**config.mk**
```make
export PLATFORM = sky130hd
export DESIGN_NAME = fhs_scan
export DESIGN_NICKNAME = d
export VERILOG_FILES = /design/src/rtl/fhs_pkg.sv /design/src/rtl/fhs_scan.sv
export SDC_FILE = /design/constraint.sdc
export NUM_CORES = 1
export LEC_CHECK = 0
export BUFFER_PORTS_ARGS = -buffer_cell sky130_fd_sc_hd__buf_2
export CAP_MARGIN = 20
export CORE_MARGIN = 2
export CORE_UTILIZATION = 50
export DETAILED_ROUTE_END_ITERATION = 7
export HOLD_SLACK_MARGIN = 0.08
export MAX_ROUTING_LAYER = met4
export PLACE_DENSITY = 0.8
export SYNTH_ARGS = -nofsm -noshare
export SYNTH_HDL_FRONTEND = slang
export SYNTH_SLANG_ARGS = --single-unit
```
**constraint.sdc**
```tcl
create_clock -name i_clk -period 16.3 [get_ports i_clk]
set_clock_uncertainty 0.05 [all_clocks]
set_input_delay 2.445 -clock i_clk [delete_from_list [all_inputs] [get_ports i_clk]]
set_output_delay 2.445 -clock i_clk [all_outputs]
set_load 0.01 [all_outputs]
```
**src/rtl/fhs_pkg.sv**
```systemverilog
// fhs_pkg: shared constants, types and the heat palette for the fire heat spread block
// no dependencies; every rtl file uses it through scoped names

package fhs_pkg;

    // grid storage
    localparam int MAX_CELLS = 8192;
    localparam int CELL_AW   = $clog2(MAX_CELLS);

    // field widths
    localparam int WIDTH_W  = 8;
    localparam int HEIGHT_W = 7;
    localparam int ROW_W    = 6;
    localparam int COL_W    = 7;
    localparam int HEAT_W   = 6;
    localparam int PIX_W    = 13;
    localparam int DRIFT_W  = 2;
    localparam int DECAY_W  = 3;
    localparam int RGB_W    = 8;
    localparam int CFG_IW   = 2;
    localparam int CFG_DW   = 8;

    // grid index arithmetic: width * height reaches 8192, plus room for storage compares
    localparam int IDX_W = 14;
    localparam int CMP_W = ((CELL_AW + 1 > IDX_W) ? CELL_AW + 1 : IDX_W) + 1;

    // register indexes
    localparam logic [CFG_IW-1:0] REG_GRID_WIDTH  = 2'd0;
    localparam logic [CFG_IW-1:0] REG_GRID_HEIGHT = 2'd1;

    // register reset values and clamp limits
    localparam logic [WIDTH_W-1:0]  RST_WIDTH  = 8'd80;
    localparam logic [HEIGHT_W-1:0] RST_HEIGHT = 7'd24;
    localparam logic [WIDTH_W-1:0]  WIDTH_MIN  = 8'd1;
    localparam logic [WIDTH_W-1:0]  WIDTH_MAX  = 8'd128;
    localparam logic [HEIGHT_W-1:0] HEIGHT_MIN = 7'd2;
    localparam logic [HEIGHT_W-1:0] HEIGHT_MAX = 7'd64;
    localparam logic [CMP_W-1:0]    RST_BASE   =
        CMP_W'((int'(RST_HEIGHT) - 1) * int'(RST_WIDTH));
    localparam logic [ROW_W-1:0]    RST_ROW    = ROW_W'(int'(RST_HEIGHT) - 1);

    // hottest cell value
    localparam logic [HEAT_W-1:0] HEAT_MAX = 6'd35;

    // request kinds
    typedef enum logic [1:0] {
        REQ_INIT   = 2'd0,
        REQ_SPREAD = 2'd1,
        REQ_READ   = 2'd2,
        REQ_NOP    = 2'd3
    } t_req;

    // effective grid geometry
    typedef struct packed {
        logic [WIDTH_W-1:0]  width;
        logic [HEIGHT_W-1:0] height;
        logic [CMP_W-1:0]    cells;
        logic [CMP_W-1:0]    base;
    } t_cfg;

    // scan position decode for the current spread step
    typedef struct packed {
        logic [CMP_W-1:0] src;
        logic             src_in;
        logic [CMP_W-1:0] dst;
        logic             dst_in;
        logic             pass_end;
    } t_scan;

    // heat to rgb, black above the hottest value
    function automatic logic [3*RGB_W-1:0] palette_rgb(input logic [HEAT_W-1:0] h);
        logic [3*RGB_W-1:0] rgb;
        unique case (h)
            6'd0:    rgb = 24'h070707;
            6'd1:    rgb = 24'h1f0707;
            6'd2:    rgb = 24'h2f0f07;
            6'd3:    rgb = 24'h470f07;
            6'd4:    rgb = 24'h571707;
            6'd5:    rgb = 24'h671f07;
            6'd6:    rgb = 24'h771f07;
            6'd7:    rgb = 24'h8f2707;
            6'd8:    rgb = 24'h9f2f07;
            6'd9:    rgb = 24'haf3f07;
            6'd10:   rgb = 24'hbf4707;
            6'd11:   rgb = 24'hc74707;
            6'd12:   rgb = 24'hdf4f07;
            6'd13:   rgb = 24'hdf5707;
            6'd14:   rgb = 24'hdf5707;
            6'd15:   rgb = 24'hd75f07;
            6'd16:   rgb = 24'hd7670f;
            6'd17:   rgb = 24'hcf6f0f;
            6'd18:   rgb = 24'hcf770f;
            6'd19:   rgb = 24'hcf7f0f;
            6'd20:   rgb = 24'hcf8717;
            6'd21:   rgb = 24'hc78717;
            6'd22:   rgb = 24'hc78f17;
            6'd23:   rgb = 24'hc7971f;
            6'd24:   rgb = 24'hbf9f1f;
            6'd25:   rgb = 24'hbf9f1f;
            6'd26:   rgb = 24'hbfa727;
            6'd27:   rgb = 24'hbfa727;
            6'd28:   rgb = 24'hbfaf2f;
            6'd29:   rgb = 24'hb7af2f;
            6'd30:   rgb = 24'hb7b72f;
            6'd31:   rgb = 24'hb7b737;
            6'd32:   rgb = 24'hcfcf6f;
            6'd33:   rgb = 24'hdfdf9f;
            6'd34:   rgb = 24'hefefc7;
            6'd35:   rgb = 24'hffffff;
            default: rgb = 24'h000000;
        endcase
        return rgb;
    endfunction

endpackage

```
**src/rtl/fhs_scan.sv**
```systemverilog
// fhs_scan: spread scan position and source/destination cell decode
// depends on fhs_pkg

module fhs_scan (
    input  logic                        i_clk,
    input  logic                        i_rst_n,
    input  fhs_pkg::t_cfg               i_cfg,
    input  logic                        i_restart,
    input  logic [fhs_pkg::ROW_W-1:0]   i_restart_row,
    input  logic                        i_init,
    input  logic                        i_step,
    input  logic [fhs_pkg::DRIFT_W-1:0] i_drift,
    output fhs_pkg::t_scan              o_scan
);

    logic [fhs_pkg::ROW_W-1:0]    r_scan_row;
    logic [fhs_pkg::COL_W-1:0]    r_scan_col;
    logic [fhs_pkg::ROW_W-1:0]    n_scan_row;
    logic [fhs_pkg::COL_W-1:0]    n_scan_col;
    logic [fhs_pkg::COL_W:0]      col_inc;
    logic                         row_end;
    logic [fhs_pkg::HEIGHT_W-1:0] hm1;
    logic [fhs_pkg::ROW_W-1:0]    top_row;
    logic [fhs_pkg::CMP_W-1:0]    src;
    logic [fhs_pkg::CMP_W-1:0]    src_drift;
    logic [fhs_pkg::CMP_W-1:0]    w_plus1;
    logic [fhs_pkg::CMP_W-1:0]    dst;

    // cell decode: one row up, shifted by drift minus one, floored at zero
    always_comb begin
        src = fhs_pkg::CMP_W'(r_scan_row) * fhs_pkg::CMP_W'(i_cfg.width)
            + fhs_pkg::CMP_W'(r_scan_col);
        src_drift = src + fhs_pkg::CMP_W'(i_drift);
        w_plus1   = fhs_pkg::CMP_W'(i_cfg.width) + fhs_pkg::CMP_W'(1);
        dst       = (src_drift < w_plus1) ? '0 : src_drift - w_plus1;
        col_inc   = {1'b0, r_scan_col} + 8'd1;
        row_end   = (col_inc >= i_cfg.width);
        o_scan.src      = src;
        o_scan.src_in   = (src < fhs_pkg::CMP_W'(fhs_pkg::MAX_CELLS));
        o_scan.dst      = dst;
        o_scan.dst_in   = (dst < i_cfg.cells);
        o_scan.pass_end = row_end && (r_scan_row <= 6'd1);
    end

    // next scan position
    always_comb begin
        hm1        = i_cfg.height - 7'd1;
        top_row    = hm1[fhs_pkg::ROW_W-1:0];
        n_scan_row = r_scan_row;
        n_scan_col = r_scan_col;
        if (i_restart) begin
            n_scan_row = i_restart_row;
            n_scan_col = '0;
        end else if (i_init) begin
            n_scan_row = top_row;
            n_scan_col = '0;
        end else if (i_step) begin
            if (row_end) begin
                n_scan_col = '0;
                n_scan_row = o_scan.pass_end ? top_row : r_scan_row - 6'd1;
            end else begin
                n_scan_col = col_inc[fhs_pkg::COL_W-1:0];
            end
        end
    end

    always_ff @(posedge i_clk) begin
        if (!i_rst_n) begin
            r_scan_row <= fhs_pkg::RST_ROW;
            r_scan_col <= '0;
        end else begin
            r_scan_row <= n_scan_row;
            r_scan_col <= n_scan_col;
        end
    end

endmodule

```
==> results of run 1 <==
## layout make-up
type,instances,area share
Multi-Input combinational cell,487,0.785
Timing Repair Buffer,74,0.0706
Inverter,78,0.0558
Sequential cell,13,0.0496
Tap cell,129,0.0308
Clock buffer,4,0.00859
## cell usage after synthesis, drive strengths merged, types with 2 or more instances
cell type,count,share of area
a2111oi,3,0.0055
a211oi,4,0.0084
a21o,15,0.024
a21oi,33,0.036
a311oi,3,0.0055
a31oi,5,0.0066
a41oi,2,0.0037
and2,27,0.036
and3,7,0.010
buf,5,0.0090
clkbuf,11,0.0087
dfxtp,13,0.055
fa,31,0.13
ha,75,0.20
inv,77,0.061
mux2i,4,0.0084
nand2,40,0.032
nand2b,5,0.0066
nand3,18,0.019
nand3b,3,0.0047
nand4,9,0.016
nand4b,2,0.0037
nor2,43,0.040
nor2b,6,0.0095
nor3,18,0.021
nor4,4,0.0084
o2111ai,6,0.015
o211ai,4,0.0084
o21a,6,0.0095
o21ai,24,0.025
o21bai,4,0.0063
o311ai,5,0.0092
o31a,2,0.0037
o31ai,4,0.0074
o32a,2,0.0042
or2,5,0.0066
or3,7,0.0092
or4,3,0.0055
xnor2,27,0.055
xor2,16,0.031
## flip-flops by register name, indices dropped and copies added (netlist names)
signal,cells
r_scan_row,6
r_scan_col,7
## stage by stage
stage / util / std cells
after floorplan: - / 594
after global placement: 0.563 / 781
after detailed placement: 0.563 / 781
after CTS: 0.568 / 785
after global routing: 0.568 / 785
final: 0.568 / 785
## worst register-to-register path, stage by stage (launching register included)
cell and delay [ns]:
dfxtp_1 0.42, ha_1 0.29, ha_1 0.28, a21o_1 0.15, a21o_1 0.16, a21o_1 0.17, a211oi_1 0.39, o21ai_1 0.30
a311o_1 0.54, o32a_1 0.33
## logic make-up (layout without fill, tap and decap cells)
group | after synthesis | count (layout) | share of synthesized area
buf+inv | 94 | 156 | 0.0793
fa+ha+maj | 106 | 106 | 0.328
flops | 13 | 13 | 0.0548
mux | 5 | 5 | 0.0108
compound gates | 133 | 133 | 0.208
xor+xnor | 43 | 43 | 0.0856
simple gates | 200 | 200 | 0.234
## report_power, final
part           internal, mW  total [mW]  switching [mW]
sequential           0.0332      0.0367         0.00347
combinational         0.495        1.17           0.677
clock                0.0173      0.0293          0.0121
## final timing paths
check | cells past startpoint | start | to | slack [ns]
worst max-delay path | 36 | i_cfg[41] | o_scan[1] | 3.42
worst min register to register | 2 | r_scan_col[1] | r_scan_col[1] | 0.45
worst min-delay path | 2 | r_scan_col[1] | r_scan_col[1] | 0.45
worst max register to register | 9 | r_scan_col[0] | r_scan_row[2] | 13.11
## cell usage in the layout, fill, tap and decap left out, types with 5 or more instances in the layout
master	Yosys	layout
a21o_1	15	15
nand3_1	18	18
inv_1	75	75
o21ai_0	21	21
nor2_1	32	32
nor2b_1	5	5
xor2_1	15	15
and3_1	6	6
o311ai_0	5	5
nor2_2	11	11
dfxtp_1	13	13
fa_1	31	31
o21a_1	6	6
xnor2_1	24	24
buf_2	1	74
nand2_1	40	40
a21oi_1	32	32
a31oi_1	5	5
or3_1	7	7
ha_1	75	75
nand4_1	7	7
and2_1	26	26
o2111ai_1	5	5
nand2b_1	5	5
nor3_1	16	16
## layer usage
layer / up-vias / GRT usage / part of all wire / wire length (microns)
met5: - / - / 0 / 0
li1: 2208 / - / - / -
met2: 125 / 0.388 / 0.50 / 5320
met4: 0 / 0.0249 / 0.0073 / 78
met3: 10 / 0.0159 / 0.045 / 477
met1: 2063 / 0.267 / 0.45 / 4770
==> run metrics, run 1 <==
via count of the first global-routing pass approximately 4,300; clock sinks 13; cell with the largest stage delay on the worst path nor4_4; Design Power 1.24 mW; share of flip-flops with an asynchronous set or reset 0; most frequent cell on the critical path inv_1; element type at the critical path end primary output; area enclosed by the die boundary between 0.01 and 0.015 sq mm; Pins Over Slew Limit 0; routed via count 4,406; share of the yosys chip area belonging to registers 0.0548; Setup-failing EPs final 0; area taken by multi-input logic gates 0.00411 sq mm; post-synthesis cell area 0.00475 sq mm; drt wl/cell around 14 microns; Starting Density 0.514; maximum number of pins on one net before global-route repair 15; Clk Latency, worst-skew pair about 0.25 ns; final total negative setup slack 0 ns; initial DRC count 201; Synth-to-Final Area Change 10.4%; 1st-pass router iterations 5; data required time at the worst endpoint 13.81 ns; Setup Crit Path Kind in -> out; actual slew at the worst max-slew pin 0.910 ns; TritonCTS clock tree done; placeable core area about 0.009 sq mm; ratio of total power to cell area about 240 mW/mm^2; fraction of layout cells with a size suffix above 1 0.181; synthesized instance count 594; final hold violation count 0; post-layout minimum cycle time 12.88 ns; Max Cap Viol 0; peak fanout along the critical path 14; Antenna diodes 0; top flip-flop cell by instance count after synthesis dfxtp_1; Remaining DRCs 0; FF+latch count, synth 13; Worst Setup Slack post-DPL 3.42 ns; area used by sequential logic in the layout between 200 and 300 sq um; Clock transition at path regs roughly 0.05 ns; critical path data arrival time around 10 ns; Avg Inst Size Synth 8.00 sq um; Inserted Clock Buffers 3; root buffer cell clkbuf_8; unrepaired setup endpoints after global routing no; Setup crit start kind input pin; number of nets produced by synthesis 758; count of buffers inserted at the top-level ports between 70 and 80; worst path setup slack after routing about 3.4 ns; number of placement rows 35; final design area excluding fillers between 0.005 and 0.006 sq mm; worst hold-check slack 0.454 ns; count of flip-flops with a built-in enable after synthesis 0; horizontal extent of the die 101 microns; All-Layer GR Usage 0.213; H-tree depth 1; worst vdd ir 0.000220 V; worst relative slew slack 0.389; run status complete, no violations; die boundary height around 100 microns; initial antenna violation count 0; Buf/Inv on CP 8; Fillers 865; class of the worst hold path reg -> reg; kind of cell with the highest combined delay on the critical path adder cells; DP Area 0.00520 sq mm; Slowest Stage Delay on Critical Path approximately 0.7 ns; total grt overflow 0; number of distinct library cells after synthesis just under 80; first-pass GRT wire length 18,000 microns; vias per cell ~5.6; Top-Level Pins slightly above 90; buffer count from post-CTS setup fixing 0; count of antenna-violating nets left after detailed routing 0; post-CTS sizing 0; sum of routed wire length over all layers ~11,000 microns; number of warnings issued by yosys 0; Final HPWL DP approximately 9200 microns; reported leakage power 2.62 nW; maximum buffer depth of the clock tree 2; RePlAce Congestion around 0.94; final layout net count just over 800; part of the cycle the worst path needs 0.790; hold-fix buffer count after cts 0; Peak Freq 0.0776 GHz
Power figures use the tool's default switching activity.
==> run 2: changes to the inputs <==
Clock period 16.3 ns to 12.2 ns, I/O delays scaled along.
==> run metrics, run 2 (synthesis gave the netlist of run 1 again) <==
run status complete, no violations (unchanged); Slowest Stage Delay on Critical Path 0.65 ns (was 0.70 ns); vias per cell 5.61 (about the same); fraction of layout cells with a size suffix above 1 0.183 (was 0.181); cell with the largest stage delay on the worst path or4_1 (was nor4_4); Setup crit start kind input pin (unchanged); Clk Latency, worst-skew pair 0.25 ns (about the same); routed via count 4,407 (was 4,406); Synth-to-Final Area Change 10.5% (was 10.4%); Setup Crit Path Kind in -> out (unchanged); max FFs per register 7 (unchanged); setup slack of the worst register-to-register path 8.99 ns (was 13.11 ns); clock sinks 13 (unchanged); TritonCTS clock tree done (unchanged); reg2reg start r_scan_col[0] (unchanged); kind of cell with the highest combined delay on the critical path adder cells (unchanged); Top-Level Pins 91 (unchanged); count of antenna-violating nets left after detailed routing 0 (unchanged); launch instance of the worst min-delay path r_scan_col[1] (unchanged); Remaining DRCs 0 (unchanged); reported leakage power 2.63 nW (was 2.62 nW); grt met1 use 0.267 (about the same); most used routing layer met2 (unchanged); non-filler cells, final 786 (was 785); RePlAce Congestion 0.942 (was 0.940); initial antenna violation count 0 (unchanged); final total negative setup slack 0 ns (unchanged); placeable core area 0.00924 sq mm (unchanged); number of placement rows 35 (unchanged); final hold violation count 0 (unchanged); buffer count from post-CTS setup fixing 0 (unchanged); terminus of the critical flop-to-flop path r_scan_row[4] (was r_scan_row[2]); maximum buffer depth of the clock tree 2 (unchanged); All-Layer GR Usage 0.214 (was 0.213); Inserted Clock Buffers 3 (unchanged); drt wl/cell 13.6 microns (about the same); Final HPWL DP 9170 microns (was 9180 microns); element type at the critical path end primary output (unchanged); class of the worst hold path reg -> reg (unchanged); Peak Freq around 0.088 GHz; Pins Over Slew Limit 0 (unchanged); total grt overflow 0 (unchanged); Max Cap Viol 0 (unchanged); Clock transition at path regs 0.06 ns (was 0.05 ns); count of buffers inserted at the top-level ports 74 (unchanged); 1st-pass router iterations 5 (unchanged); Setup-failing EPs final 0 (unchanged); critical path data arrival time 9.54 ns (was 10.39 ns); post-layout minimum cycle time 11.42 ns; post-CTS sizing 0 (unchanged); maximum number of pins on one net before global-route repair 14 (was 15); root buffer cell clkbuf_8 (unchanged); Starting Density 0.514 (unchanged); Placed Cells 782 (was 781); global-route track usage on met2 0.393 (was 0.388); Reg with most FFs r_scan_col (unchanged); data required time at the worst endpoint 10.32 ns (was 13.81 ns); worst relative slew slack 0.621 (was 0.389); end point of the worst hold path r_scan_col[1] (unchanged); area enclosed by the die boundary 0.0103 sq mm (unchanged); actual slew at the worst max-slew pin 0.564 ns (was 0.910 ns); peak fanout along the critical path 9 (was 14); part of the cycle the worst path needs 0.936; initial DRC count 228 (was 201); die boundary height 101 microns (unchanged); Worst Reg-to-Reg Cells 9 (unchanged); horizontal extent of the die 101 microns (unchanged); Buf/Inv on CP 9 (was 8); commonest cells after routing, fill and taps aside inv_1, ha_1, buf_2, nand2_1 (unchanged); first-pass GRT wire length 18,200 microns (was 18,000 microns); instance count on the critical path 37 (was 36); worst vdd ir 0.000211 V (was 0.000220 V); most frequent cell on the critical path inv_1 (unchanged); hold-fix buffer count after cts 0 (unchanged); WHS Path Cells 2 (unchanged); unrepaired setup endpoints after global routing no (unchanged); largest registers r_scan_col x7, r_scan_row x6 (unchanged); ratio of total power to cell area 316 mW/mm^2 (was 236 mW/mm^2); Antenna diodes 0 (unchanged); H-tree depth 1 (unchanged); via count of the first global-routing pass 4,289 (was 4,266); GR Util met3 0.0166 (was 0.0159); sum of routed wire length over all layers 10,700 microns (was 10,600 microns); final layout net count 822 (was 821)
run 2: area by class of cell:
type                       instances  area, sq um
multi-input combinational        487         4110
inverter                          78          293
sequential                        13          260
timing repair buffer              75          378
clock buffer                       4         45.0
fill                             855         3990
tap                              129          161
run 2: worst max-delay path by stage:
| stage | start | endpoint | slack (ns) |
|---|---|---|---|
| after global routing | i_cfg[41] | o_scan[1] | 0.29 |
| after global placement | i_cfg[41] | o_scan[1] | 0.92 |
| after CTS | i_cfg[41] | o_scan[1] | 0.75 |
| after floorplan | i_cfg[39] | o_scan[1] | 1.42 |
| final | i_cfg[41] | o_scan[1] | 0.78 |
| after detailed placement | i_cfg[41] | o_scan[1] | 0.78 |
run 2: power breakdown:
part	internal [mW]	switching, mW	leakage, nW
clock	0.0231	0.0166	0.0228
sequential	0.0444	0.00473	0.106
combinational	0.664	0.908	2.50
total	0.732	0.930	2.63
run 2: worst reg2reg max path, stage by stage, from the launching register on:
cell and delay, ns:
dfxtp_1 0.43, ha_1 0.29, ha_1 0.28, a21o_1 0.15
a21o_1 0.17, a21o_1 0.17, a211oi_1 0.39, o21ai_1 0.30
a311o_1 0.53, o32a_1 0.34
run 2: through the flow:
stage               hold WS [ns]  power (mW)  cell area (sq um)   util  setup slack, ns
finish                     0.455        1.66               5250  0.568            0.781
global route               0.485        1.87               5250  0.568            0.287
CTS                        0.455        1.67               5250  0.568            0.747
detailed placement         0.446        1.62               5210  0.563            0.783
global placement           0.442        1.56               5210  0.563            0.924
floorplan                  0.421        1.25               4750      -             1.42
run 2: metal layers:
metal | vias up | routed length [microns]
li1 | 2214 | -
met4 | 0 | 56
met3 | 7 | 442
met2 | 114 | 5370
met5 | - | 0
met1 | 2072 | 4800
==> run 3: changes to the inputs <==
Settings changed: CAP_MARGIN 20 to default.
Clock period 12.2 ns to 12.3 ns, I/O delays scaled along.
==> run metrics, run 3 (synthesis gave the netlist of run 1 again) <==
area used by sequential logic in the layout 260 sq um (unchanged); Setup-failing EPs final 0 (unchanged); reported leakage power 2.63 nW (about the same); clock sinks 13 (unchanged); Setup Crit Path Kind in -> out (unchanged); unrepaired setup endpoints after global routing no (unchanged); final layout net count 822 (unchanged); worst vdd ir 0.000251 V (was 0.000211 V); placeable core area 0.00924 sq mm (unchanged); max FFs per register 7 (unchanged); Slowest Stage Delay on Critical Path 0.66 ns (was 0.65 ns); Inserted Clock Buffers 3 (unchanged); via count of the first global-routing pass 4,177 (was 4,289); root buffer cell clkbuf_8 (unchanged); initial DRC count 281 (was 228); count of antenna-violating nets left after detailed routing 0 (unchanged); Synth-to-Final Area Change 10.6% (was 10.5%); actual slew at the worst max-slew pin 0.591 ns (was 0.564 ns); total grt overflow 0 (unchanged); 1st-pass router iterations 5 (unchanged); Starting Density 0.514 (unchanged); class of the worst hold path reg -> reg (unchanged); Final HPWL DP 9200 microns (was 9170 microns); vias per cell 5.65 (was 5.61); area enclosed by the die boundary 0.0103 sq mm (unchanged); maximum buffer depth of the clock tree 2 (unchanged); routed via count 4,437 (was 4,407); Top-Level Pins 91 (unchanged); hold-fix buffer count after cts 0 (unchanged); Antenna diodes 0 (unchanged); post-CTS sizing 0 (unchanged); final hold violation count 0 (unchanged); share of total power consumed by net switching 0.560 (about the same); commonest cells after routing, fill and taps aside inv_1, ha_1, buf_2, nand2_1 (unchanged); Design Power 1.65 mW (was 1.66 mW); internal power of the cells 726 uW (was 732 uW); run status complete, no violations (unchanged); final total negative setup slack 0 ns (unchanged); switching power of the nets 922 uW (was 930 uW); Clk Latency, worst-skew pair 0.24 ns (was 0.25 ns); fraction of power consumed by the clock network 0.023 (was 0.024); Peak Freq ~0.087 GHz; fraction of layout cells with a size suffix above 1 0.184 (was 0.183); cell with the largest stage delay on the worst path or4_1 (unchanged); Remaining DRCs 0 (unchanged); TritonCTS clock tree done (unchanged); element type at the critical path end primary output (unchanged); Max Cap Viol 0 (unchanged); ratio of total power to cell area 314 mW/mm^2 (was 316 mW/mm^2); drt wl/cell 13.7 microns (was 13.6 microns); data required time at the worst endpoint 10.40 ns (was 10.32 ns); Clock transition at path regs 0.06 ns (about the same); area taken by multi-input logic gates 0.00411 sq mm (unchanged); Comb power frac 0.947 (was 0.946); worst relative slew slack 0.603 (was 0.621); sum of routed wire length over all layers 10,800 microns (was 10,700 microns); Fillers 861 (was 855); H-tree depth 1 (unchanged); most frequent cell on the critical path inv_1 (unchanged); Pins Over Slew Limit 0 (unchanged); RePlAce Congestion 0.940 (was 0.942); peak fanout along the critical path 9 (unchanged); number of placement rows 35 (unchanged); maximum number of pins on one net before global-route repair 14 (unchanged); critical path data arrival time 9.58 ns (was 9.54 ns); Reg with most FFs r_scan_col (unchanged); horizontal extent of the die 101 microns (unchanged); Reg power frac 0.030 (about the same); post-layout util 0.568 (about the same); worst hold-check slack 0.468 ns (was 0.455 ns); initial antenna violation count 0 (unchanged); All-Layer GR Usage 0.214 (about the same); count of buffers inserted at the top-level ports 74 (unchanged); Setup crit start kind input pin (unchanged); first-pass GRT wire length 18,100 microns (was 18,200 microns); die boundary height 101 microns (unchanged); largest registers r_scan_col x7, r_scan_row x6 (unchanged); post-layout minimum cycle time about 11 ns; buffer count from post-CTS setup fixing 0 (unchanged); part of the cycle the worst path needs 0.933
[run 3: critical path: cells and delay by family]
kind	cells	cell delay (ns)
and+or+nand+nor	10	2.16
buffers and inverters	9	0.99
adders and majority gates	7	2.87
AOI/OAI and AO/OA	10	1.56
xor gates and xnor gates	1	0.12
[run 3: area by class of cell]
cell class,instances,area share
multi-input cells,487,0.783
repair buffers,75,0.0719
inverters,78,0.0557
flip-flops and latches,13,0.0495
well taps,129,0.0307
clock buffers,3,0.00786
clock inverters,1,0.000953
[run 3: layer usage]
layer	track usage	wire length, microns	vias to the layer above
met5	-	0	-
met4	0.0187	43	0
met1	0.271	4850	2090
met3	0.0159	453	8
li1	-	-	2209
met2	0.387	5400	130
[run 3: path summary, 6_finish.rpt]
| check | from | end | slack, ns | cells after the start |
|---|---|---|---|---|
| min reg2reg | r_scan_col[5] | r_scan_col[5] | 0.47 | 2 |
| max reg2reg | r_scan_col[0] | r_scan_row[4] | 9.06 | 9 |
| min | r_scan_col[5] | r_scan_col[5] | 0.47 | 2 |
| max | i_cfg[41] | o_scan[1] | 0.82 | 37 |
[run 3: power by group through the flow]
stage,registers (mW),clock network [mW],logic (mW)
finish,0.0489,0.0385,1.56
global route,0.0495,0.0405,1.76
CTS,0.0489,0.0389,1.57
detailed placement,0.0498,0,1.56
global placement,0.0496,0,1.50
floorplan,0.0463,0,1.20
[run 3: through the flow]
stage               worst slack [ns]  instance area, sq um  cells
detailed placement             0.817                  5210    782
global route                   0.245                  5250    786
floorplan                       1.49                  4750    594
global placement               0.994                  5210    782
finish                         0.823                  5250    786
CTS                            0.795                  5250    786
