--- config.mk ---
export PLATFORM = sky130hd
export DESIGN_NAME = fhs_cfg
export DESIGN_NICKNAME = d
export VERILOG_FILES = /design/src/rtl/fhs_pkg.sv /design/src/rtl/fhs_cfg.sv
export SDC_FILE = /design/constraint.sdc
export NUM_CORES = 1
export LEC_CHECK = 0
export ABC_AREA = 1
export BUFFER_PORTS_ARGS = -buffer_cell sky130_fd_sc_hd__buf_4
export CAP_MARGIN = 20
export CORE_MARGIN = 5
export CORE_UTILIZATION = 65
export CTS_CLUSTER_DIAMETER = 150
export CTS_CLUSTER_SIZE = 40
export DETAILED_ROUTE_END_ITERATION = 10
export PLACE_DENSITY = 0.88
export SYNTH_ARGS = -nofsm -noshare
export SYNTH_HDL_FRONTEND = slang
export SYNTH_SLANG_ARGS = --single-unit
--- constraint.sdc ---
create_clock -name i_clk -period 11.9 [get_ports i_clk]
set_input_delay 2.38 -clock i_clk [delete_from_list [all_inputs] [get_ports i_clk]]
set_output_delay 2.38 -clock i_clk [all_outputs]
set_load 0.02 [all_outputs]
--- src/rtl/fhs_pkg.sv ---
// fhs_pkg: shared constants, types and the heat palette for the fire heat spread block
// no dependencies; every rtl file uses it through scoped names

package fhs_pkg;

    // grid storage
    localparam int MAX_CELLS = 8192;
    localparam int CELL_AW   = $clog2(MAX_CELLS);

    // field widths
    localparam int WIDTH_W  = 8;
    localparam int HEIGHT_W = 7;
    localparam int ROW_W    = 6;
    localparam int COL_W    = 7;
    localparam int HEAT_W   = 6;
    localparam int PIX_W    = 13;
    localparam int DRIFT_W  = 2;
    localparam int DECAY_W  = 3;
    localparam int RGB_W    = 8;
    localparam int CFG_IW   = 2;
    localparam int CFG_DW   = 8;

    // grid index arithmetic: width * height reaches 8192, plus room for storage compares
    localparam int IDX_W = 14;
    localparam int CMP_W = ((CELL_AW + 1 > IDX_W) ? CELL_AW + 1 : IDX_W) + 1;

    // register indexes
    localparam logic [CFG_IW-1:0] REG_GRID_WIDTH  = 2'd0;
    localparam logic [CFG_IW-1:0] REG_GRID_HEIGHT = 2'd1;

    // register reset values and clamp limits
    localparam logic [WIDTH_W-1:0]  RST_WIDTH  = 8'd80;
    localparam logic [HEIGHT_W-1:0] RST_HEIGHT = 7'd24;
    localparam logic [WIDTH_W-1:0]  WIDTH_MIN  = 8'd1;
    localparam logic [WIDTH_W-1:0]  WIDTH_MAX  = 8'd128;
    localparam logic [HEIGHT_W-1:0] HEIGHT_MIN = 7'd2;
    localparam logic [HEIGHT_W-1:0] HEIGHT_MAX = 7'd64;
    localparam logic [CMP_W-1:0]    RST_BASE   =
        CMP_W'((int'(RST_HEIGHT) - 1) * int'(RST_WIDTH));
    localparam logic [ROW_W-1:0]    RST_ROW    = ROW_W'(int'(RST_HEIGHT) - 1);

    // hottest cell value
    localparam logic [HEAT_W-1:0] HEAT_MAX = 6'd35;

    // request kinds
    typedef enum logic [1:0] {
        REQ_INIT   = 2'd0,
        REQ_SPREAD = 2'd1,
        REQ_READ   = 2'd2,
        REQ_NOP    = 2'd3
    } t_req;

    // effective grid geometry
    typedef struct packed {
        logic [WIDTH_W-1:0]  width;
        logic [HEIGHT_W-1:0] height;
        logic [CMP_W-1:0]    cells;
        logic [CMP_W-1:0]    base;
    } t_cfg;

    // scan position decode for the current spread step
    typedef struct packed {
        logic [CMP_W-1:0] src;
        logic             src_in;
        logic [CMP_W-1:0] dst;
        logic             dst_in;
        logic             pass_end;
    } t_scan;

    // heat to rgb, black above the hottest value
    function automatic logic [3*RGB_W-1:0] palette_rgb(input logic [HEAT_W-1:0] h);
        logic [3*RGB_W-1:0] rgb;
        unique case (h)
            6'd0:    rgb = 24'h070707;
            6'd1:    rgb = 24'h1f0707;
            6'd2:    rgb = 24'h2f0f07;
            6'd3:    rgb = 24'h470f07;
            6'd4:    rgb = 24'h571707;
            6'd5:    rgb = 24'h671f07;
            6'd6:    rgb = 24'h771f07;
            6'd7:    rgb = 24'h8f2707;
            6'd8:    rgb = 24'h9f2f07;
            6'd9:    rgb = 24'haf3f07;
            6'd10:   rgb = 24'hbf4707;
            6'd11:   rgb = 24'hc74707;
            6'd12:   rgb = 24'hdf4f07;
            6'd13:   rgb = 24'hdf5707;
            6'd14:   rgb = 24'hdf5707;
            6'd15:   rgb = 24'hd75f07;
            6'd16:   rgb = 24'hd7670f;
            6'd17:   rgb = 24'hcf6f0f;
            6'd18:   rgb = 24'hcf770f;
            6'd19:   rgb = 24'hcf7f0f;
            6'd20:   rgb = 24'hcf8717;
            6'd21:   rgb = 24'hc78717;
            6'd22:   rgb = 24'hc78f17;
            6'd23:   rgb = 24'hc7971f;
            6'd24:   rgb = 24'hbf9f1f;
            6'd25:   rgb = 24'hbf9f1f;
            6'd26:   rgb = 24'hbfa727;
            6'd27:   rgb = 24'hbfa727;
            6'd28:   rgb = 24'hbfaf2f;
            6'd29:   rgb = 24'hb7af2f;
            6'd30:   rgb = 24'hb7b72f;
            6'd31:   rgb = 24'hb7b737;
            6'd32:   rgb = 24'hcfcf6f;
            6'd33:   rgb = 24'hdfdf9f;
            6'd34:   rgb = 24'hefefc7;
            6'd35:   rgb = 24'hffffff;
            default: rgb = 24'h000000;
        endcase
        return rgb;
    endfunction

endpackage

--- src/rtl/fhs_cfg.sv ---
// fhs_cfg: grid width and height registers with clamping and derived geometry
// depends on fhs_pkg

module fhs_cfg (
    input  logic                       i_clk,
    input  logic                       i_rst_n,
    input  logic                       i_cfg_valid,
    input  logic [fhs_pkg::CFG_IW-1:0] i_cfg_index,
    input  logic [fhs_pkg::CFG_DW-1:0] i_cfg_data,
    output fhs_pkg::t_cfg              o_cfg,
    output logic                       o_restart,
    output logic [fhs_pkg::ROW_W-1:0]  o_restart_row
);

    logic [fhs_pkg::WIDTH_W-1:0]  r_grid_width;
    logic [fhs_pkg::HEIGHT_W-1:0] r_grid_height;
    logic [fhs_pkg::WIDTH_W-1:0]  eff_w;
    logic [fhs_pkg::HEIGHT_W-1:0] eff_h;
    logic [fhs_pkg::HEIGHT_W-1:0] new_h;
    logic [fhs_pkg::HEIGHT_W-1:0] new_hm1;
    logic [fhs_pkg::HEIGHT_W-1:0] eff_hm1;
    logic [fhs_pkg::CMP_W-1:0]    prod;
    logic                         wr_w;
    logic                         wr_h;

    function automatic logic [fhs_pkg::WIDTH_W-1:0] clamp_w(
        input logic [fhs_pkg::WIDTH_W-1:0] w
    );
        logic [fhs_pkg::WIDTH_W-1:0] r;
        r = w;
        if (w < fhs_pkg::WIDTH_MIN) r = fhs_pkg::WIDTH_MIN;
        if (w > fhs_pkg::WIDTH_MAX) r = fhs_pkg::WIDTH_MAX;
        return r;
    endfunction

    function automatic logic [fhs_pkg::HEIGHT_W-1:0] clamp_h(
        input logic [fhs_pkg::HEIGHT_W-1:0] h
    );
        logic [fhs_pkg::HEIGHT_W-1:0] r;
        r = h;
        if (h < fhs_pkg::HEIGHT_MIN) r = fhs_pkg::HEIGHT_MIN;
        if (h > fhs_pkg::HEIGHT_MAX) r = fhs_pkg::HEIGHT_MAX;
        return r;
    endfunction

    assign wr_w = i_cfg_valid && (i_cfg_index == fhs_pkg::REG_GRID_WIDTH);
    assign wr_h = i_cfg_valid && (i_cfg_index == fhs_pkg::REG_GRID_HEIGHT);

    // register writes
    always_ff @(posedge i_clk) begin
        if (!i_rst_n) begin
            r_grid_width  <= fhs_pkg::RST_WIDTH;
            r_grid_height <= fhs_pkg::RST_HEIGHT;
        end else begin
            if (wr_w) r_grid_width <= i_cfg_data;
            if (wr_h) r_grid_height <= i_cfg_data[fhs_pkg::HEIGHT_W-1:0];
        end
    end

    // effective geometry
    always_comb begin
        eff_w   = clamp_w(r_grid_width);
        eff_h   = clamp_h(r_grid_height);
        eff_hm1 = eff_h - 7'd1;
        prod    = fhs_pkg::CMP_W'(eff_w) * fhs_pkg::CMP_W'(eff_h);
        o_cfg.width  = eff_w;
        o_cfg.height = eff_h;
        o_cfg.cells  = (prod < fhs_pkg::CMP_W'(fhs_pkg::MAX_CELLS))
                     ? prod : fhs_pkg::CMP_W'(fhs_pkg::MAX_CELLS);
        o_cfg.base   = fhs_pkg::CMP_W'(eff_hm1) * fhs_pkg::CMP_W'(eff_w);
    end

    // scan restart row follows the height being written
    always_comb begin
        new_h         = wr_h ? clamp_h(i_cfg_data[fhs_pkg::HEIGHT_W-1:0]) : eff_h;
        new_hm1       = new_h - 7'd1;
        o_restart     = wr_w || wr_h;
        o_restart_row = new_hm1[fhs_pkg::ROW_W-1:0];
    end

endmodule

==> run_results.csv, run 1 <==
group,metric,value,unit
outcome,run_status,"complete, no violations",
clock_tree,clock_root_buffer,"clkbuf_8",
global_route,global_route.overflow_total,0,
pwr,design_power_total,563,uW
pwr,switching_power,305,uW
detailed_routing,remaining_drcs,0,
timing,finalMaxSlewViolations,0,
cells_and_area,antennaDiodeCount,0,
yosys,yosys_warnings,0,
clock_tree,clkTransAtPathRegs,0.06,ns
setup_path,cp-end-kind,"output port",
die,die_width,96.6,um
detailed_routing,post_drt_via_cell_ratio,5.61,
die,fp-row-count,31,
setup_path,critical_path.top_delay_family,"adder cells",
global_route,grt_use_total,28.5,%
yosys,synth_flop_cell,"dfxtp_1",
timing,hold_ws,0.508,ns
yosys,synthesized_netlist_cell_count,672,
setup_path,cp_cell_sequence,"nor2_2 -> nand3_2 -> nand3_2 -> ha_1 -> xor2_1 -> inv_1 -> nand2_1 -> fa_1 -> fa_1 -> inv_1 -> fa_1 -> inv_1 -> fa_1 -> inv_1 -> ha_1 -> a21oi_1 -> o21ai_0 -> nand2_1 -> nand3_1 -> xor2_1 -> buf_4",
clock_tree,post_cts_resized,0,
worst_hold_path,worst_hold_path_type,"register to register",
yosys,postSynth.asyncResetShare,0,%
timing,grt_setup_unrepaired,"no",
clock_tree,tritoncts_clock_tree,"built",
detailed_routing,final_antenna_net_count,0,
cells_and_area,share_of_cells_above_drive_strength_1,15.7,%
die,floorplan.initialDensity,66.8,%
setup_path,setup.worst_path.class,"register to output port",
timing,fin_skew,0,ns
pwr,power.internal,258,uW
setup_path,worst_path_max_delay_cell,"dfxtp_1",
setup_path,slowest_delay,0.65,ns
global_route,vias_in_the_first_global_route,4571,
pwr,ir_worst_vdd,86.8,uV
detailed_routing,wl_per_cell,15.1,um
pwr,power.combinational.fraction,82.7,%
detailed_routing,finalWirelength,12500,um
setup_path,crit_path_max_fanout,11,
clock_tree,cts_num_sinks,15,
setup_path,critical_path_arrival,6.04,ns
detailed_routing,route.vias.total,4630,
pwr,power.share.switching,54.2,%
yosys,synthesis.area_per_instance,7.25,um^2
timing,layout_min_cycle_time,8.42,ns
yosys,ys_ff_latch,15,
die,die-area,9320,um^2
yosys,number_of_synthesized_flops_with_an_enable_pin,0,
timing,slew_headroom,37.0,%
clock_tree,cts.htree.levels,1,
cells_and_area,area_delta_synth_final,11.5,%
run,max_cap_viol_count,0,
timing,hold_violation_total_from_the_final_report,0,
clock_tree,cts-buffers-inserted,3,
place,detailed_place_hpwl,10600,um
pwr,power_per_cell_area,104,nW/um^2
pwr,power_leakage,3.02,nW
setup_path,minimum_setup_slack_among_reg_to_reg_paths,10.59,ns
setup_path,cp-start-kind,"register",
yosys,synth_cell_types,42,
cells_and_area,fillerInstances,603,
die,design.core.area,7290,um^2
clock_tree,ctsLongestPathBuffers,2,
yosys,ys_seq_area_share,6.17,%
cells_and_area,layout.core_utilization,74.5,%
global_route,antenna_violations_before_repair,0,
clock_tree,postCtsSetupRepairBufs,0,
place,gpl_wtd_cong,0.920,
clock_tree,cts_hold_repair.buffers,0,
clock_tree,clock_insertion_delay_worst_skew,0.25,ns
place,place.port_buffers,63,
yosys,synth_nets,811,
cells_and_area,final_nets,866,
die,num_io_pins,65,
die,die_height,96.6,um
timing,max_freq,119,MHz
timing,setup_tns,0,ns
timing,final_min_period_over_clock_period,70.7,%
setup_path,cp.required,9.52,ns
pwr,p_seq_share,9.9,%
pwr,share_clk_of_total_power,7.3,%
setup_path,critical_path_buf_inv_count,5,
detailed_routing,drt_pass1_iterations,5,
detailed_routing,drt_iter0_markers,381,
timing,setup_viol_count_final,0,
global_route,global_route_wire_length_before_repair,21000,um
yosys,netlist_area,4870,um^2
global_route,grt_max_degree,16,
timing,worst-slew-pin-transition,0.938,ns
==> worst paths after layout <==
path / end / from / depth (start not counted)
worst max register to register: r_grid_height[6] / r_grid_height[6] / 4
worst min register to register: r_grid_height[0] / r_grid_height[0] / 2
worst min-delay path: r_grid_height[0] / r_grid_height[0] / 2
worst max-delay path: o_cfg[13] / r_grid_height[6] / 21
==> flip-flops by register name, summed over array words and instances (netlist names) <==
name,cells
r_grid_height,7
r_grid_width,8
==> routing by layer <==
layer	track usage, %	up-vias	wire length [um]	part of all wire [%]
li1	-	2186	-	-
met1	37.4	2167	4980	40
met2	49.2	233	5980	48
met3	4.42	44	1180	9.4
met4	7.24	0	331	2.7
met5	0	-	0	0
==> per-stage QoR <==
| stage | area (um^2) | std cells | setup WS, ns |
|---|---|---|---|
| finish | 5430 | 825 | 3.48 |
| global route | 5430 | 825 | 3.09 |
| CTS | 5430 | 825 | 3.56 |
| detailed placement | 5390 | 821 | 3.83 |
| global placement | 5390 | 821 | 3.83 |
| floorplan | 4870 | 672 | 4.57 |
==> cells in the final DEF (no fill, tap or decap), types with 2 or more instances in the layout <==
master / count
a21oi_1: 31
clkbuf_8: 3
inv_4: 2
xor2_1: 14
nor2_4: 6
nand2_8: 2
buf_4: 63
o21ai_0: 15
o211ai_1: 2
nand4_1: 4
nor3_1: 3
fa_1: 58
nand2_4: 6
xnor2_1: 10
inv_2: 9
nand3_1: 34
nor2_2: 5
ha_1: 68
dfxtp_1: 15
nand2_2: 7
nand2_1: 113
o21bai_1: 3
nor2_1: 117
nand3_2: 5
inv_1: 115
==> tightest hold or removal path, delay by kind of cell, from the launching register on <==
kind,cells,cell delay (ns)
flip-flops,1,0.33
AND/OR/NAND/NOR,1,0.07
AO/OA/AOI/OAI,1,0.06
==> logic make-up after synthesis <==
logic type                 synth area share [%]
DFF                                        6.17
AOI/OAI and AO/OA                          6.65
buffers and inverters                      11.6
xor gates and xnor gates                   4.32
other                                    0.0770
adders and majority gates                  41.3
and+or+nand+nor                            29.9
==> power groups by stage <==
stage	Clock [mW]	Combinational (mW)	Sequential (mW)
6_report	0.0413	0.466	0.0559
5_1_grt	0.0442	0.521	0.0563
4_1_cts	0.0415	0.466	0.0559
3_5_place_dp	0	0.462	0.0570
3_3_place_gp	0	0.458	0.0568
2_1_floorplan	0	0.321	0.0556
==> cell usage after synthesis (7+ instances only) <==
cell       n  area share, %
o21ai_0   15            1.5
inv_2      9           0.69
fa_1      58             24
xor2_1    14            2.5
a21oi_1   31            3.2
xnor2_1   10            1.8
nor2_1   117            9.0
nand2_2    7           0.90
nand3_1   34            3.5
inv_1    115            8.9
dfxtp_1   15            6.2
ha_1      68             17
nand2_1  113            8.7
==> layout make-up <==
class,instances,area (um^2),area share [%]
Clock inverter,1,5.00,0.0921
Timing Repair Buffer,63,473,8.71
Tap cell,99,124,2.28
Inverter,127,482,8.87
Sequential cell,15,300,5.53
Clock buffer,3,41.3,0.760
Multi-Input combinational cell,517,4010,73.8
(Power assumes the default switching activity.)
==> run 2: changes to the inputs <==
ABC_AREA = 0   (was 1)
CORE_UTILIZATION = 60   (was 65)
PLACE_DENSITY = 0.83   (was 0.88)
clock period = 7.9 ns   (was 11.9 ns; I/O delays follow)
==> run_results.csv, run 2 <==
group,metric,value,unit
outcome,run_status,"complete, no violations",
global_route,grtUsageMet1,32.2,%
setup_path,critical_path_arrival,6.02,ns
place,dp_cells,735,
clock_tree,cts-buffers-inserted,3,
yosys,yosys_top_cell_area_share,25.2,%
pwr,power_per_cell_area,126,nW/um^2
cells_and_area,share_of_cells_above_drive_strength_1,14.9,%
clock_tree,cts_hold_repair.buffers,0,
yosys,synth.area.top_cells,"fa_1, ha_1, inv_1, nor2_1, dfxtp_1",
clock_tree,cts_num_sinks,15,
yosys,synth_largest_area_cell,"fa_1",
setup_path,cp_cell_sequence,"or4_4 -> a21o_2 -> ha_2 -> o21ai_0 -> xnor2_1 -> nand2_1 -> fa_1 -> fa_1 -> inv_1 -> fa_1 -> inv_1 -> fa_1 -> inv_1 -> ha_1 -> o21a_1 -> a2111oi_2 -> buf_4 -> o31ai_1 -> a21oi_1 -> xnor2_1 -> buf_4",
timing,worst-slew-pin-transition,0.849,ns
global_route,grt_use_total,23.9,%
clock_tree,cts.htree.levels,1,
timing,final_min_period_over_clock_period,96.2,%
detailed_routing,drt_iter0_markers,259,
setup_path,worst_path_max_delay_cell,"or4_4",
yosys,postSynth.asyncResetShare,0,%
global_route,grt_max_degree,23,
cells_and_area,fillerInstances,628,
clock_tree,tritoncts_clock_tree,"built",
yosys,netlist_area,4610,um^2
die,design.core.area,7610,um^2
cells_and_area,area_delta_synth_final,14.3,%
global_route,met2_usage,40.0,%
timing,hold_violation_total_from_the_final_report,0,
detailed_routing,remaining_drcs,0,
timing,fin_skew,0.000406,ns
cells_and_area,multi_input_area,3910,um^2
timing,finalMaxSlewViolations,0,
cells_and_area,antennaDiodeCount,0,
yosys,yosys_warnings,0,
pwr,ir_worst_vdd,112,uV
place,detailed_place_hpwl,9430,um
die,floorplan.initialDensity,60.7,%
pwr,power_leakage,2.81,nW
die,die_width,97.7,um
global_route,antenna_violations_before_repair,0,
global_route,global_route_wire_length_before_repair,19300,um
yosys,ys_seq_area_share,6.51,%
global_route,global_route.overflow_total,0,
detailed_routing,wl_per_cell,15.1,um
yosys,synth_most_common_cell,"inv_1",
setup_path,setup.worst_path.class,"register to output port",
setup_path,cp-end-kind,"output port",
setup_path,slowest_delay,0.57,ns
setup_path,cp.required,6.32,ns
die,die-area,9540,um^2
global_route,gr-usage-met3,3.16,%
timing,slew_headroom,43.3,%
yosys,synth_nets,721,
cells_and_area,final_nets,778,
detailed_routing,final_antenna_net_count,0,
cells_and_area,largestRegisters,"r_grid_width (8), r_grid_height (7)",
worst_hold_path,worst_hold_path_type,"register to register",
setup_path,cp-start-kind,"register",
detailed_routing,post_drt_via_cell_ratio,5.59,
die,num_io_pins,65,
cells_and_area,most-common-layout-cells,"inv_1, nor2_1, buf_4",
die,die_height,97.7,um
cells_and_area,register_ranked_first_by_flip_flop_count,"r_grid_width",
yosys,synth_flop_cell,"dfxtp_1",
timing,hold_ws,0.512,ns
yosys,synth.cells.most_frequent,"inv_1, nor2_1, ha_1, nand2_1, fa_1",
timing,setup_viol_count_final,0,
timing,max_freq,132,MHz
clock_tree,clock_insertion_delay_worst_skew,0.24,ns
run,max_cap_viol_count,0,
yosys,synthesis.area_per_instance,7.93,um^2
setup_path,critical_path_buf_inv_count,5,
timing,setup_tns,0,ns
setup_path,critPathMostFrequentCell,"fa_1",
cells_and_area,commonest_non_fill_non_tap_cell_in_the_layout,"inv_1",
setup_path,critical_path.top_delay_family,"adder cells",
clock_tree,clock_root_buffer,"clkbuf_8",
place,place.port_buffers,63,
cells_and_area,post_layout_nonfiller_instances,740,
global_route,vias_in_the_first_global_route,4260,
detailed_routing,route.vias.total,4136,
detailed_routing,drt_pass1_iterations,6,
setup_path,crit_path_max_fanout,7,
global_route,grt_busiest_layer,"met2",
clock_tree,ctsLongestPathBuffers,2,
yosys,synthesized_netlist_cell_count,582,
cells_and_area,layout.area.seq,302,um^2
yosys,ys_ff_latch,15,
cells_and_area,number_of_flip_flops_under_the_largest_register_name,8,
timing,layout_min_cycle_time,7.60,ns
yosys,number_of_synthesized_flops_with_an_enable_pin,0,
detailed_routing,finalWirelength,11200,um
place,gpl_wtd_cong,0.930,
yosys,synth_cell_types,50,
clock_tree,clkTransAtPathRegs,0.06,ns
die,fp-row-count,32,
[run 2: cell types whose count changed after synthesis, sizes merged, moves of 11 or more]
cell    change
inv        -43
nand3      -35
nor2b      +12
nor2       -48
and2       +14
nand2      -68
clkbuf     +18
nor3       +11
nand2b     +14
[run 2: cell type report]
type                    instances  area share [%]
clock buffers                   4           0.854
inverters                      85            6.05
multi-input cells             458            74.2
flip-flops and latches         15            5.71
well taps                     102            2.42
repair buffers                 76            10.8
[run 2: worst paths after layout]
kind	endpoint	start	slack, ns	cells after the start
worst min-delay path	r_grid_width[4]	r_grid_width[4]	0.51	2
worst max-delay path	o_cfg[12]	r_grid_height[2]	0.30	21
worst min register to register	r_grid_width[4]	r_grid_width[4]	0.51	2
worst max register to register	r_grid_height[6]	r_grid_height[2]	5.80	6
[run 2: cell families after synthesis]
logic type	share of synthesized area, %
buffers and inverters	9.00
adders and majority gates	43.6
AOI/OAI and AO/OA	11.0
xor gates and xnor gates	5.12
muxes	2.41
DFF	6.51
other	0.0813
and+or+nand+nor	22.3
[run 2: where the power goes]
part / switching [mW] / internal, mW
registers: 0.00398 / 0.0785
logic: 0.296 / 0.226
clock network: 0.0265 / 0.0357
total: 0.327 / 0.340
[run 2: worst min-delay path, delay by kind of cell, from the launching register on]
kind          cells  cell delay, ns
flops             1            0.35
mux               1            0.07
simple gates      1            0.06
[run 2: what timing repair did]
| item | in CTS | in global routing |
|---|---|---|
| endpoints found under the hold margin | 0 | 0 |
| setup endpoints to repair | 0 | 5 |
| resized for setup | 0 | 6 |
| setup buffers | 0 | 1 |
[run 2: routing by layer]
metal | up-vias | share of wire [%]
met2 | 195 | 47
li1 | 1974 | -
met5 | - | 0
met1 | 1936 | 42
met4 | 0 | 2.5
met3 | 31 | 8.5
[run 2: through the flow]
stage               power [mW]  instance area, um^2  util, %  setup WS, ns
floorplan                0.438                 4610        -         0.593
global placement         0.587                 5210     68.5         0.591
detailed placement       0.599                 5210     68.5         0.375
CTS                      0.665                 5250     69.1        0.0832
global route             0.729                 5280     69.4     -0.000837
finish                   0.667                 5280     69.4         0.297
==> run 3: changes to the inputs <==
CORE_UTILIZATION = 65   (was 60)
CTS_CLUSTER_DIAMETER = 60   (was 150)
PLACE_DENSITY = 0.89   (was 0.83)
clock period = 9.5 ns   (was 7.9 ns; I/O delays follow)
==> run_results.csv, run 3 (synthesized netlist as in run 2, its figures left out) <==
group,metric,value,unit
setup_path,cp-start-kind,"register",
setup_path,setup.worst_path.class,"register to output port",
setup_path,worstRegToRegCells,4,
die,num_io_pins,65,
outcome,run_status,"complete, no violations",
setup_path,minimum_setup_slack_among_reg_to_reg_paths,7.29,ns
timing,grt_setup_unrepaired,"no",
cells_and_area,commonest_non_fill_non_tap_cell_in_the_layout,"inv_1",
place,placement.setup.worst_slack,1.00,ns
global_route,grt_max_degree,24,
worst_hold_path,timing.hold.worst.start,"r_grid_height[0]",
cells_and_area,largestRegisters,"r_grid_width (8), r_grid_height (7)",
place,gpl_wtd_cong,0.960,
pwr,ir_worst_vdd,101,uV
timing,max_freq,113,MHz
setup_path,rr_startpoint,"r_grid_height[6]",
clock_tree,cts_hold_repair.buffers,0,
global_route,antenna_violations_before_repair,0,
run,max_cap_viol_count,0,
detailed_routing,finalWirelength,11200,um
cells_and_area,share_of_cells_above_drive_strength_1,12.3,%
pwr,power_per_cell_area,107,nW/um^2
setup_path,crit_path_max_fanout,10,
detailed_routing,drt_pass1_iterations,5,
cells_and_area,register_ranked_first_by_flip_flop_count,"r_grid_width",
detailed_routing,post_drt_via_cell_ratio,5.78,
die,fp-row-count,30,
cells_and_area,final_nets,765,
cells_and_area,area_delta_synth_final,11.7,%
timing,final_min_period_over_clock_period,93.1,%
timing,setup_slack,0.657,ns
global_route,grt_use_total,26.7,%
die,die_width,94.3,um
clock_tree,post_cts_resized,0,
setup_path,cp.required,7.60,ns
cells_and_area,fillerInstances,518,
clock_tree,cts-buffers-inserted,3,
die,design.core.area,6870,um^2
clock_tree,cts_num_sinks,15,
detailed_routing,drt_iter0_markers,336,
clock_tree,tritoncts_clock_tree,"built",
place,detailed_place_hpwl,9210,um
timing,setup_tns,0,ns
timing,hold_violation_total_from_the_final_report,0,
clock_tree,clock_root_buffer,"clkbuf_8",
die,die_height,94.3,um
timing,setup_viol_count_final,0,
detailed_routing,final_antenna_net_count,0,
clock_tree,ctsLongestPathBuffers,2,
worst_hold_path,worst_hold_path_type,"register to register",
cells_and_area,number_of_flip_flops_under_the_largest_register_name,8,
setup_path,cp-end-kind,"output port",
timing,slew_headroom,26.2,%
place,place.port_buffers,63,
timing,fin_skew,0.00667,ns
timing,worst-slew-pin-transition,1.08,ns
cells_and_area,most-common-layout-cells,"inv_1, nor2_1, ha_1",
worst_hold_path,timing.hold.worst_path_depth,2,
detailed_routing,route.vias.total,4170,
pwr,power_leakage,2.75,nW
die,die-area,8880,um^2
setup_path,critical_path.reg2reg.endpoint,"r_grid_height[6]",
global_route,vias_in_the_first_global_route,4185,
global_route,global_route_wire_length_before_repair,19100,um
clock_tree,postCtsSetupRepairBufs,0,
clock_tree,cts.htree.levels,1,
timing,layout_min_cycle_time,8.84,ns
cells_and_area,antennaDiodeCount,0,
die,floorplan.initialDensity,67.2,%
detailed_routing,remaining_drcs,0,
cells_and_area,multi_input_area,3900,um^2
worst_hold_path,worstHoldEndpoint,"r_grid_height[0]",
clock_tree,clock_insertion_delay_worst_skew,0.25,ns
clock_tree,clkTransAtPathRegs,0.06,ns
cells_and_area,layout.area.seq,300,um^2
detailed_routing,wl_per_cell,15.5,um
global_route,global_route.overflow_total,0,
setup_path,critical_path_arrival,6.94,ns
timing,finalMaxSlewViolations,0,
[run 3: power by group]
| part | total (mW) | switching, mW | internal (mW) | leakage, nW |
|---|---|---|---|---|
| clock network | 0.0524 | 0.0226 | 0.0297 | 0.0228 |
| logic | 0.430 | 0.250 | 0.180 | 2.60 |
| registers | 0.0693 | 0.00400 | 0.0653 | 0.122 |
[run 3: metal layers]
metal	share of wire [%]	global-route usage [%]	vias up
li1	-	-	1946
met1	40	34.4	1970
met2	47	45.9	217
met3	10	4.17	37
met4	2.9	7.70	0
met5	0	0	-
[run 3: layout make-up]
cell class,count,area share [%]
Inverter,85,6.19
Sequential cell,15,5.82
Tap cell,96,2.33
Multi-Input combinational cell,458,75.6
Clock buffer,4,0.874
Timing Repair Buffer,63,9.17
[run 3: critical path, cell delays in order, from the launching register on]
cell and delay, ns:
dfxtp_1 0.35, or4_4 0.57, o21ai_4 0.29, ha_1 0.35, o21ai_0 0.22, xnor2_1 0.47
nor2_1 0.14, fa_1 0.49, fa_1 0.54, fa_1 0.56, inv_1 0.06, fa_1 0.53
inv_1 0.04, ha_1 0.31, o21a_1 0.14, a2111oi_0 0.92, o31ai_1 0.18, a21oi_1 0.21
xnor2_1 0.16, buf_4 0.18
[run 3: worst max-delay path by stage]
stage                                start         to  slack (ns)  cells after the start
after CTS                 r_grid_height[2]  o_cfg[12]        0.71                     19
after global routing      r_grid_height[2]  o_cfg[12]        0.40                     19
after detailed placement  r_grid_height[2]  o_cfg[12]        1.00                     19
final                     r_grid_height[2]  o_cfg[12]        0.66                     19
after floorplan           r_grid_height[2]  o_cfg[12]        1.87                     19
after global placement    r_grid_height[2]  o_cfg[14]        1.42                     20
[run 3: through the flow]
stage	area, um^2	total power, mW	utilization, %	cells	hold WS, ns
6_report	5160	0.552	75.1	721	0.500
2_1_floorplan	4610	0.364	-	582	0.453
4_1_cts	5160	0.553	75.1	721	0.491
3_5_place_dp	5110	0.497	74.4	717	0.480
3_3_place_gp	5110	0.482	74.4	717	0.473
5_1_grt	5160	0.601	75.1	721	0.544
